===== config.mk =====
export PLATFORM = sky130hd
export DESIGN_NAME = sliding_window_max_core_flat
export DESIGN_NICKNAME = d
export VERILOG_FILES = /design/src/swm_pkg.sv /design/src/swm_in_if.sv /design/src/swm_out_if.sv /design/src/sliding_window_max_core.sv /design/src/swm_cell.sv /design/src/flat_wrapper.sv
export SDC_FILE = /design/constraint.sdc
export NUM_CORES = 2
export LEC_CHECK = 0
export ABC_AREA = 1
export BUFFER_PORTS_ARGS = -buffer_cell sky130_fd_sc_hd__buf_2
export CAP_MARGIN = 0
export CORE_ASPECT_RATIO = 1.2
export CORE_MARGIN = 2
export CORE_UTILIZATION = 50
export DETAILED_ROUTE_END_ITERATION = 7
export PLACE_DENSITY = 0.69
export SETUP_SLACK_MARGIN = 0.3
export SYNTH_ARGS = -nofsm -noshare
export SYNTH_HDL_FRONTEND = slang
export SYNTH_SLANG_ARGS = --single-unit

===== constraint.sdc =====
create_clock -name clk -period 6.7 [get_ports clk]
set_input_delay 1.34 -clock clk [delete_from_list [all_inputs] [get_ports clk]]
set_output_delay 1.34 -clock clk [all_outputs]
set_load 0.01 [all_outputs]

===== src/swm_pkg.sv =====
`timescale 1ns / 1ps

package swm_pkg;

  localparam int MAX_WINDOW_DEF   = 64;
  localparam int SAMPLE_WIDTH_DEF = 16;
  localparam int CFG_WIDTH        = 7;

  localparam logic [CFG_WIDTH-1:0] WINDOW_SIZE_RESET = CFG_WIDTH'(3);

  // Broadcast to every cell of the candidate chain.
  typedef struct packed {
    logic commit;  // a sample transaction is taken this cycle
    logic drop;    // the front candidate leaves; every cell takes its upper neighbor
    logic last;    // the sample closes the array; empty the chain
  } swm_ctrl_t;

endpackage


===== src/swm_in_if.sv =====
`timescale 1ns / 1ps

interface swm_in_if
  import swm_pkg::*;
#(
  parameter int SAMPLE_WIDTH = SAMPLE_WIDTH_DEF
);
  logic                           valid;
  logic                           ready;
  logic signed [SAMPLE_WIDTH-1:0] sample;
  logic                           last_sample;

  modport source (output valid, sample, last_sample, input ready);
  modport sink   (input valid, sample, last_sample, output ready);
endinterface


===== src/swm_out_if.sv =====
`timescale 1ns / 1ps

interface swm_out_if
  import swm_pkg::*;
#(
  parameter int SAMPLE_WIDTH = SAMPLE_WIDTH_DEF
);
  logic                           valid;
  logic                           ready;
  logic signed [SAMPLE_WIDTH-1:0] window_max;
  logic                           last_result;

  modport source (output valid, window_max, last_result, input ready);
  modport sink   (input valid, window_max, last_result, output ready);
endinterface


===== src/sliding_window_max_core.sv =====
`timescale 1ns / 1ps

// Sliding window maximum over a stream of signed samples.
// sample_stream carries one sample per transaction; last_sample closes an
// array, and the window starts empty for the next one. Once window_size
// samples of the current array have arrived, each further sample yields one
// result transaction on result_stream: the maximum of the last window_size
// samples, with last_result copying the sample's last mark. An array shorter
// than the window yields nothing. window_size is written through
// cfg_we/cfg_wdata; the user must write it only while no transaction is in
// flight, and the block does not enforce this. 0 acts as 1 and values above
// MAX_WINDOW act as MAX_WINDOW. Candidates sit in a chain of MAX_WINDOW
// cells, oldest at cell 0. Each result is registered and offered in the cycle
// after its sample is taken. Throughput is one sample per cycle while at most
// one front candidate is stale; after window_size shrinks, stale front
// candidates beyond the first leave one at a time, with sample_stream.ready
// low, by the single-position shift of the cell chain. Reset empties the
// chain, clears the sample count and sets window_size to 3. When result_stream
// stalls with a result held, sample_stream.ready drops until it is taken.
module sliding_window_max_core
  import swm_pkg::*;
#(
  parameter int MAX_WINDOW   = MAX_WINDOW_DEF,
  parameter int SAMPLE_WIDTH = SAMPLE_WIDTH_DEF
) (
  input  logic                 clk,
  input  logic                 rst,
  input  logic                 cfg_we,
  input  logic [CFG_WIDTH-1:0] cfg_wdata,
  swm_in_if.sink               sample_stream,
  swm_out_if.source            result_stream
);

  localparam int AGE_WIDTH = $clog2(MAX_WINDOW + 1);

  logic [CFG_WIDTH-1:0] window_size;
  logic [31:0]          window_raw;
  logic [31:0]          window_clip;
  logic [AGE_WIDTH-1:0] window;
  logic [AGE_WIDTH-1:0] fill_count;
  logic [AGE_WIDTH-1:0] fill_next;
  logic                 produce;
  logic                 accept;
  logic                 drain;
  swm_ctrl_t            ctrl;

  logic                           cell_valid [MAX_WINDOW];
  logic signed [SAMPLE_WIDTH-1:0] cell_value [MAX_WINDOW];
  logic        [AGE_WIDTH-1:0]    cell_age   [MAX_WINDOW];
  logic                           cell_aged  [MAX_WINDOW];
  logic                           cell_keep  [MAX_WINDOW];
  logic signed [SAMPLE_WIDTH-1:0] cell_view  [MAX_WINDOW];

  logic signed [SAMPLE_WIDTH-1:0] front_value;
  logic                           out_valid;
  logic signed [SAMPLE_WIDTH-1:0] out_max;
  logic                           out_last;

  always_ff @(posedge clk) begin
    if (rst) begin
      window_size <= WINDOW_SIZE_RESET;
    end else if (cfg_we) begin
      window_size <= cfg_wdata;
    end
  end

  assign window_raw  = 32'(window_size);
  assign window_clip = (window_raw == 32'd0) ? 32'd1 :
                       (window_raw > 32'(MAX_WINDOW)) ? 32'(MAX_WINDOW) : window_raw;
  assign window      = window_clip[AGE_WIDTH-1:0];

  // Only one stale candidate can leave in the same cycle as a new sample.
  assign sample_stream.ready = !(cell_aged[0] && cell_aged[1]) &&
                               (!out_valid || result_stream.ready);
  assign accept = sample_stream.valid && sample_stream.ready;
  assign drain  = sample_stream.valid && cell_aged[0] && cell_aged[1];

  assign ctrl.commit = accept;
  assign ctrl.drop   = accept ? cell_aged[0] : drain;
  assign ctrl.last   = sample_stream.last_sample;

  for (genvar i = 0; i < MAX_WINDOW; i++) begin : g_cell
    logic                           up_valid;
    logic signed [SAMPLE_WIDTH-1:0] up_value;
    logic        [AGE_WIDTH-1:0]    up_age;
    logic                           prev_keep;

    if (i == MAX_WINDOW - 1) begin : g_top
      assign up_valid = 1'b0;
      assign up_value = '0;
      assign up_age   = '0;
    end else begin : g_mid
      assign up_valid = cell_valid[i+1];
      assign up_value = cell_value[i+1];
      assign up_age   = cell_age[i+1];
    end

    if (i == 0) begin : g_head
      assign prev_keep = 1'b1;
    end else begin : g_tail
      assign prev_keep = cell_keep[i-1];
    end

    swm_cell #(
      .SAMPLE_WIDTH (SAMPLE_WIDTH),
      .AGE_WIDTH    (AGE_WIDTH)
    ) u_cell (
      .clk        (clk),
      .rst        (rst),
      .ctrl       (ctrl),
      .window     (window),
      .sample     (sample_stream.sample),
      .up_valid   (up_valid),
      .up_value   (up_value),
      .up_age     (up_age),
      .prev_keep  (prev_keep),
      .valid      (cell_valid[i]),
      .value      (cell_value[i]),
      .age        (cell_age[i]),
      .aged       (cell_aged[i]),
      .keep       (cell_keep[i]),
      .view_value (cell_view[i])
    );
  end

  assign front_value = cell_keep[0] ? cell_view[0] : sample_stream.sample;

  assign fill_next = (fill_count == AGE_WIDTH'(MAX_WINDOW)) ? fill_count
                                                            : fill_count + AGE_WIDTH'(1);
  assign produce   = fill_next >= window;

  always_ff @(posedge clk) begin
    if (rst) begin
      fill_count <= '0;
    end else if (accept) begin
      fill_count <= sample_stream.last_sample ? '0 : fill_next;
    end
  end

  // Hold the result until the receiver takes it.
  always_ff @(posedge clk) begin
    if (rst) begin
      out_valid <= 1'b0;
    end else if (accept) begin
      out_valid <= produce;
    end else if (result_stream.ready) begin
      out_valid <= 1'b0;
    end
    if (accept && produce) begin
      out_max  <= front_value;
      out_last <= sample_stream.last_sample;
    end
  end

  assign result_stream.valid       = out_valid;
  assign result_stream.window_max  = out_max;
  assign result_stream.last_result = out_last;

endmodule


===== src/swm_cell.sv =====
`timescale 1ns / 1ps

module swm_cell
  import swm_pkg::*;
#(
  parameter int SAMPLE_WIDTH = SAMPLE_WIDTH_DEF,
  parameter int AGE_WIDTH    = $clog2(MAX_WINDOW_DEF + 1)
) (
  input  logic                           clk,
  input  logic                           rst,
  input  swm_ctrl_t                      ctrl,
  input  logic        [AGE_WIDTH-1:0]    window,
  input  logic signed [SAMPLE_WIDTH-1:0] sample,
  input  logic                           up_valid,
  input  logic signed [SAMPLE_WIDTH-1:0] up_value,
  input  logic        [AGE_WIDTH-1:0]    up_age,
  input  logic                           prev_keep,
  output logic                           valid,
  output logic signed [SAMPLE_WIDTH-1:0] value,
  output logic        [AGE_WIDTH-1:0]    age,
  output logic                           aged,
  output logic                           keep,
  output logic signed [SAMPLE_WIDTH-1:0] view_value
);

  logic                           view_valid;
  logic        [AGE_WIDTH-1:0]    view_age;
  logic                           valid_next;
  logic signed [SAMPLE_WIDTH-1:0] value_next;
  logic        [AGE_WIDTH-1:0]    age_next;

  assign aged       = valid && (age >= window);
  assign view_valid = ctrl.drop ? up_valid : valid;
  assign view_value = ctrl.drop ? up_value : value;
  assign view_age   = ctrl.drop ? up_age   : age;
  // Candidates strictly below the new sample leave; equal ones stay.
  assign keep       = view_valid && !(view_value < sample);

  always_comb begin
    valid_next = valid;
    value_next = value;
    age_next   = age;
    if (ctrl.commit) begin
      if (ctrl.last) begin
        valid_next = 1'b0;
      end else if (keep) begin
        valid_next = 1'b1;
        value_next = view_value;
        age_next   = view_age + AGE_WIDTH'(1);
      end else if (prev_keep) begin
        // first free slot behind the kept run takes the new sample
        valid_next = 1'b1;
        value_next = sample;
        age_next   = AGE_WIDTH'(1);
      end else begin
        valid_next = 1'b0;
      end
    end else if (ctrl.drop) begin
      valid_next = up_valid;
      value_next = up_value;
      age_next   = up_age;
    end
  end

  always_ff @(posedge clk) begin
    if (rst) begin
      valid <= 1'b0;
    end else begin
      valid <= valid_next;
    end
    value <= value_next;
    age   <= age_next;
  end

endmodule


===== src/flat_wrapper.sv =====
// flat-port wrapper written by rule: the top's interface ports become plain ports
module sliding_window_max_core_flat import swm_pkg::*;
#(
  parameter int MAX_WINDOW   = MAX_WINDOW_DEF,
  parameter int SAMPLE_WIDTH = SAMPLE_WIDTH_DEF
)
  (clk, rst, cfg_we, cfg_wdata, sample_stream_valid, sample_stream_sample, sample_stream_last_sample, sample_stream_ready, result_stream_valid, result_stream_window_max, result_stream_last_result, result_stream_ready);
  swm_in_if #(.SAMPLE_WIDTH(SAMPLE_WIDTH)) sample_stream_i ();
  swm_out_if #(.SAMPLE_WIDTH(SAMPLE_WIDTH)) result_stream_i ();
  input  logic clk;
  input  logic rst;
  input  logic cfg_we;
  input  logic [CFG_WIDTH-1:0] cfg_wdata;
  input wire logic [$bits(sample_stream_i.valid)-1:0] sample_stream_valid;
  input wire logic [$bits(sample_stream_i.sample)-1:0] sample_stream_sample;
  input wire logic [$bits(sample_stream_i.last_sample)-1:0] sample_stream_last_sample;
  output wire logic [$bits(sample_stream_i.ready)-1:0] sample_stream_ready;
  output wire logic [$bits(result_stream_i.valid)-1:0] result_stream_valid;
  output wire logic [$bits(result_stream_i.window_max)-1:0] result_stream_window_max;
  output wire logic [$bits(result_stream_i.last_result)-1:0] result_stream_last_result;
  input wire logic [$bits(result_stream_i.ready)-1:0] result_stream_ready;
  assign sample_stream_i.valid = sample_stream_valid;
  assign sample_stream_i.sample = sample_stream_sample;
  assign sample_stream_i.last_sample = sample_stream_last_sample;
  assign sample_stream_ready = sample_stream_i.ready;
  assign result_stream_valid = result_stream_i.valid;
  assign result_stream_window_max = result_stream_i.window_max;
  assign result_stream_last_result = result_stream_i.last_result;
  assign result_stream_i.ready = result_stream_ready;
  sliding_window_max_core #(.MAX_WINDOW(MAX_WINDOW), .SAMPLE_WIDTH(SAMPLE_WIDTH)) u_core (.clk(clk), .rst(rst), .cfg_we(cfg_we), .cfg_wdata(cfg_wdata), .sample_stream(sample_stream_i), .result_stream(result_stream_i));
endmodule

After elaboration in Yosys (flattened, before gate mapping)
Index checks and enable logic that the tools add are counted.
{ "totals": {"register_bits": 1568, "in_bits": 29, "output_inout_bits": 19} }
{ "classes": {"n_addsub": 65, "n_lt_le_gt_ge": 68, "n_eq_ne": 65, "muxes": 963, "n_reduce_logical": 204} }
{ "ops": {"columns": ["op", "n"], "rows": [
  ["$mux 16", 319],
  ["$mux 7", 323],
  ["$lt 16x16->1", 64],
  ["$add 7x1->7 const B", 65],
  ["$mux 1", 321],
  ["$ne 3x3->1 const B", 63],
  ["$reduce_and 2->1", 63],
  ["$logic_and 1x1->1", 72],
  ["$logic_not 1->1", 66],
  ["$logic_not 32->1", 1],
  ["$ge 7x7->1", 3],
  ["$eq 7x7->1 const B", 1],
  ["$gt 7x7->1 const B", 1],
  ["$ne 2x2->1 const B", 1],
  ["$reduce_bool 2->1", 1],
  ["$logic_or 1x1->1", 1]
]} }

Depth between registers and ports, before layout
{ "depth": {"ltp_word": 18, "ltp_mapped": 43} }

Hierarchy
From an unflattened synthesis, not the netlist that was laid out.
{ "hier_totals": {"cells_unflattened": 17182, "area_unflattened_um2": 127845.1} }
{ "modules_own_cells": {"columns": ["module", "n_inst", "cells_per_inst", "area_each_um2", "seq_area_each_um2"], "rows": [
  ["swm_cell at u_core.g_cell[17].u_cell ...", 40, 264, 1966.9, 710.7],
  ["swm_cell at u_core.g_cell[0].u_cell ...", 16, 267, 1974.4, 710.7],
  ["swm_cell at u_core.g_cell[61].u_cell ...", 7, 271, 1986.9, 710.7],
  ["swm_cell at u_core.g_cell[55].u_cell", 1, 264, 1964.4, 710.7],
  ["sliding_window_max_core", 1, 189, 1706.6, 810.8]
]} }

Least setup slack after synthesis
Ideal clock, no wire load.
{ "synth_path": {"path_type": "in2reg", "start": "input sample_stream_sample[11]", "end": "register u_core.g_cell[28].u_cell.age[0], enable pin", "setup_ps": 403, "arrival_time_ps": 5888, "t_required_ps": 6297, "setup_slack_ps": 409, "path_stages": 15, "path_buffers": 2, "path_cell_list": "inv_1 clkbuf_1 clkbuf_1 ha_1 nand2_1 inv_1 nand3_1 a31oi_1 a2111oi_0 nand3_1 nand2_1 nand2_1 nand2_1 nor2_1 nor2_1"} }
{ "synth_via": {"elab_chain_len": 5, "word_cells_on_any_way": 8, "cone_classes": "order compare (2); eq/ne (1); reduce/logical (5)"} }
{ "synth_lines": {"columns": ["item", "line", "rtl"], "rows": [
  ["start, declared", "flat_wrapper.sv:15", "input wire logic [$bits(sample_stream_i.sample)-1:0] sample_stream_sample;"],
  ["$lt 16x16->1", "swm_cell.sv:37", "assign keep = view_valid && !(view_value < sample);"],
  ["$logic_not 1->1", "swm_cell.sv:37", null],
  ["$logic_and 1x1->1", "swm_cell.sv:37", null],
  ["$ne 3x3->1 (no source line) *", null, null],
  ["$reduce_and 2->1 (no source line) *", null, null],
  ["end signal, assigned", "swm_cell.sv:72", "age <= age_next;"],
  ["end, declared", "swm_cell.sv:20", "output logic [AGE_WIDTH-1:0] age,"]
]} }
Mark *: on every way between the ends. The rest lies on a longest branch, timed or not.
A chain may end at the register's enable or synchronous reset.

Worst setup path in the final report
{ "layout_path": {"start": "register u_core.window_size[4]", "end": "register u_core.g_cell[55].u_cell.value[3], enable pin"} }
{ "layout_via": {"elab_chain_len": 16, "word_cells_on_any_way": 28, "cone_classes": "order compare (5); eq/ne (2); mux (7); reduce/logical (14)"} }
{ "layout_lines": {"columns": ["item", "line", "rtl"], "rows": [
  ["start, declared", "sliding_window_max_core.sv:36", "logic [CFG_WIDTH-1:0] window_size;"],
  ["start signal, assigned", "sliding_window_max_core.sv:63", "window_size <= cfg_wdata;"],
  ["$gt 7x7->1", "sliding_window_max_core.sv:69", "(window_raw > 32'(MAX_WINDOW)) ? 32'(MAX_WINDOW) : window_raw;"],
  ["$mux 7", "sliding_window_max_core.sv:69", null],
  ["$mux 7 *", "sliding_window_max_core.sv:68", "assign window_clip = (window_raw == 32'd0) ? 32'd1 :"],
  ["$ge 7x7->1", "swm_cell.sv:32", "assign aged = valid && (age >= window);"],
  ["$logic_and 1x1->1", "swm_cell.sv:32", null],
  ["$logic_and 1x1->1", "sliding_window_max_core.sv:73", "assign sample_stream.ready = !(cell_aged[0] && cell_aged[1]) &&"],
  ["$logic_not 1->1", "sliding_window_max_core.sv:73", null],
  ["$logic_and 1x1->1", "sliding_window_max_core.sv:73", null],
  ["$logic_and 1x1->1", "sliding_window_max_core.sv:75", "assign accept = sample_stream.valid && sample_stream.ready;"],
  ["$mux 1", "sliding_window_max_core.sv:79", "assign ctrl.drop = accept ? cell_aged[0] : drain;"],
  ["$mux 16", null, null],
  ["$lt 16x16->1", "swm_cell.sv:37", null],
  ["$logic_not 1->1", "swm_cell.sv:37", null],
  ["$logic_and 1x1->1", "swm_cell.sv:37", null],
  ["$ne 3x3->1 (no source line)", null, null],
  ["$reduce_and 2->1 (no source line) *", null, null],
  ["end signal, assigned", "swm_cell.sv:71", "value <= value_next;"],
  ["end, declared", "swm_cell.sv:19", "output logic signed [SAMPLE_WIDTH-1:0] value,"]
]} }
Marked as above.

==> summary.txt <==
CTS
  • Clock Root Buffer: clkbuf_16
  • CTS Buffer Depth: 3
  • CTS Buf Count: 175
  • CTS Hold Bufs: 0
  • CTS sink count: 1568
  • Worst skew pair latency: 860 ps
  • PostCTS Resize Cnt: 0
  • TritonCTS clock tree: built
  • Number of setup buffers added after CTS: 0
  • Clock transition at the registers of the reported paths: 60 ps
  • H-tree lvl count: 4

STA
  • Final setup fails: 0
  • RSZ-0062 raised after global routing: yes
  • Worst Max-Slew Pin Slew: 1180 ps
  • Post-layout min period: 6000 ps
  • Skew final: 53.6 ps
  • Slew headroom: 0.210
  • Sum of negative setup slack: 0 ps
  • Final hold vios: 0
  • Max-slew violation count: 0
  • Fmax: 167 MHz
  • Final Cycle Share: 0.895
  • Final worst setup slack: 703 ps

Detailed routing
  • Via Count: 93300
  • Remaining DRCs: 0
  • Via density: 5.47
  • Final WL: 291000 um
  • DRT antenna net count: 0
  • 1st-iter DRT viols: 7951
  • Router iterations before antenna repair: 8
  • Routed len/inst: 17.1 um

Power and ir drop
  • Pwr/cell area: 311 nW/um^2
  • Total power draw: 37.0 mW
  • Leak: 54.4 nW
  • Peak VDD IR: 0.248 mV

Worst setup path
  • Slowest-stage cell, CP: inv_1
  • Startpoint types: register
  • R2r startpoint: u_core.window_size[4]$_SDFFE_PP0P_
  • Crit path max fanout: 74
  • Critical Path RT: 7170 ps
  • Worst EP arrival: 6460 ps
  • CP Class: reg2reg
  • Cell mode on critical path: nand2_1
  • CP max stage delay: 730 ps
  • Critical Path Start: u_core.window_size[4]$_SDFFE_PP0P_
  • Critical Path End Type: register
  • FF-to-FF path depth: 29

Floorplanning
  • Die width: 433 um
  • Die height: 519 um
  • Core area: 219000 um^2
  • Core Rows: 188
  • Die area: 225000 um^2
  • IO Count: 48
  • Starting Density: 0.504

Synth
  • Yosys Warn Count: 0
  • Post-Synthesis Cells: 14300
  • Register area share after synthesis: 0.419
  • Average size of a mapped cell: 7.74 um^2
  • Yosys reg bits: 1568
  • Post-Syn Area: 110000 um^2
  • Net count after synthesis: 15300
  • Post-synth cell types: 45

Hold path
  • Worst hold stages: 2
  • Hold Path Class: reg2reg
  • Hold path startpoint: u_core.fill_count[6]$_SDFFE_PP0N_

Global route
  • Pin count of the biggest net entering global routing: 145
  • Grt ovf: 0
  • GRT Util Overall: 0.255
  • Vias in the first global route: 88400
  • Initial antenna violation count: 4
  • First-pass GRT wire length: 467000 um

Placement
  • Port-buffer cells: 47
  • GPL Wtd Cong: 0.867
  • Pre-CTS setup slack: 783 ps
  • Final HPWL DP: 199000 um
  • Placed insts: 16700

Layout
  • Fin cells: 17000
  • Area Overhead vs Synth: 7.96%
  • Nets: 15000
  • Most frequent cells in the layout: nand2_1 (5577), o21ai_0 (1694), edfxtp_1 (1489), ha_1 (1047), inv_1 (1012)
  • Layout cells sized above 1: 0.0476
  • Commonest non-fill, non-tap cell in the layout: nand2_1

Job
  • Max-cap viol count: 0

Run status
  • Outcome: finished clean
==> cells by family after synthesis <==
| group | Yosys count | synth area share |
|---|---|---|
| multiplexers | 3 | 0.000272 |
| buffers and inverters | 1778 | 0.0634 |
| AND/OR/NAND/NOR | 7109 | 0.256 |
| AO/OA/AOI/OAI | 2435 | 0.116 |
| adder cells (fa/ha/maj) | 1047 | 0.119 |
| XOR/XNOR | 324 | 0.0257 |
| flip-flops | 1568 | 0.419 |
==> registers in the layout, summed over array words and instances, names as in the netlist <==
name / flops
u_core.fill_count: 7
u_core.g_cell.u_cell.age: 448
u_core.g_cell.u_cell.valid: 64
u_core.g_cell.u_cell.value: 1024
u_core.result_stream.last_result: 1
u_core.result_stream.valid: 1
u_core.result_stream.window_max: 16
u_core.window_size: 7
==> cell usage after synthesis (all sizes together) <==
library cell  number  area share
inv             1035       0.035
xnor2            156       0.012
edfxtp          1489        0.41
ha              1047        0.12
clkbuf           490       0.017
mux2i              3     0.00027
o31ai              1    0.000068
nand3b            21      0.0014
o21a               2     0.00014
and3               1    0.000057
buf              251       0.011
a2111oi           27      0.0021
a211oi            97      0.0066
a21oi            378       0.017
o221a             31      0.0032
nor3b              2     0.00018
dfxtp             79       0.014
xor2             168       0.013
nor3              58      0.0026
nand2           5592        0.19
or2               65      0.0037
nor2             714       0.024
o21ai           1852       0.084
o21bai             4     0.00027
o22ai             10     0.00057
a21o               2     0.00014
a31oi             31      0.0018
nor4              44      0.0048
nand3            523       0.024
nand4             89      0.0050
clkinv             2    0.000068
==> metrics by stage <==
step	hold slack [ps]	cell area, um^2	utilization
3_3_place_gp	458	114000	0.519
6_report	469	119000	0.544
5_1_grt	490	119000	0.544
3_5_place_dp	459	114000	0.519
4_1_cts	467	119000	0.544
2_1_floorplan	445	110000	-
==> per-layer routing <==
metal | routed length, um | track usage | share of wire
met1 | 128000 | 0.337 | 0.44
met2 | 137000 | 0.429 | 0.47
met3 | 15300 | 0.0273 | 0.053
met4 | 10900 | 0.0963 | 0.037
met5 | 10 | 0 | 0.000034
==> final timing paths <==
| kind | to | slack, ps |
|---|---|---|
| max | u_core.g_cell[55].u_cell.value[3]$_DFFE_PP_ | 700 |
| min | u_core.fill_count[6]$_SDFFE_PP0N_ | 470 |
| min reg2reg | u_core.fill_count[6]$_SDFFE_PP0N_ | 470 |
| max reg2reg | u_core.g_cell[55].u_cell.value[3]$_DFFE_PP_ | 700 |
==> layout make-up <==
class / instances / area, um^2
Antenna cell: 1 / 2.50
Inverter: 1037 / 4020
Timing Repair Buffer: 255 / 2470
Clock buffer: 244 / 4780
Sequential cell: 1568 / 46300
Clock inverter: 78 / 761
Fill cell: 20600 / 99800
Multi-Input combinational cell: 10900 / 57100
Tap cell: 2945 / 3680
==> power by group <==
group | leakage (nW) | switching (mW) | internal (mW)
Clock | 2.70 | 4.21 | 5.35
Combinational | 36.3 | 8.13 | 4.34
Sequential | 15.4 | 1.21 | 13.8
Total | 54.4 | 13.5 | 23.5
==> worst max-delay path, delay by kind of cell (launching register included) <==
family / cells / cell delay [ps]
adder cells (fa/ha/maj): 2 / 550
buffers and inverters: 5 / 1680
AND/OR/NAND/NOR: 19 / 1940
flip-flops: 1 / 320
AO/OA/AOI/OAI: 3 / 1050
(Power assumes the default switching activity.)
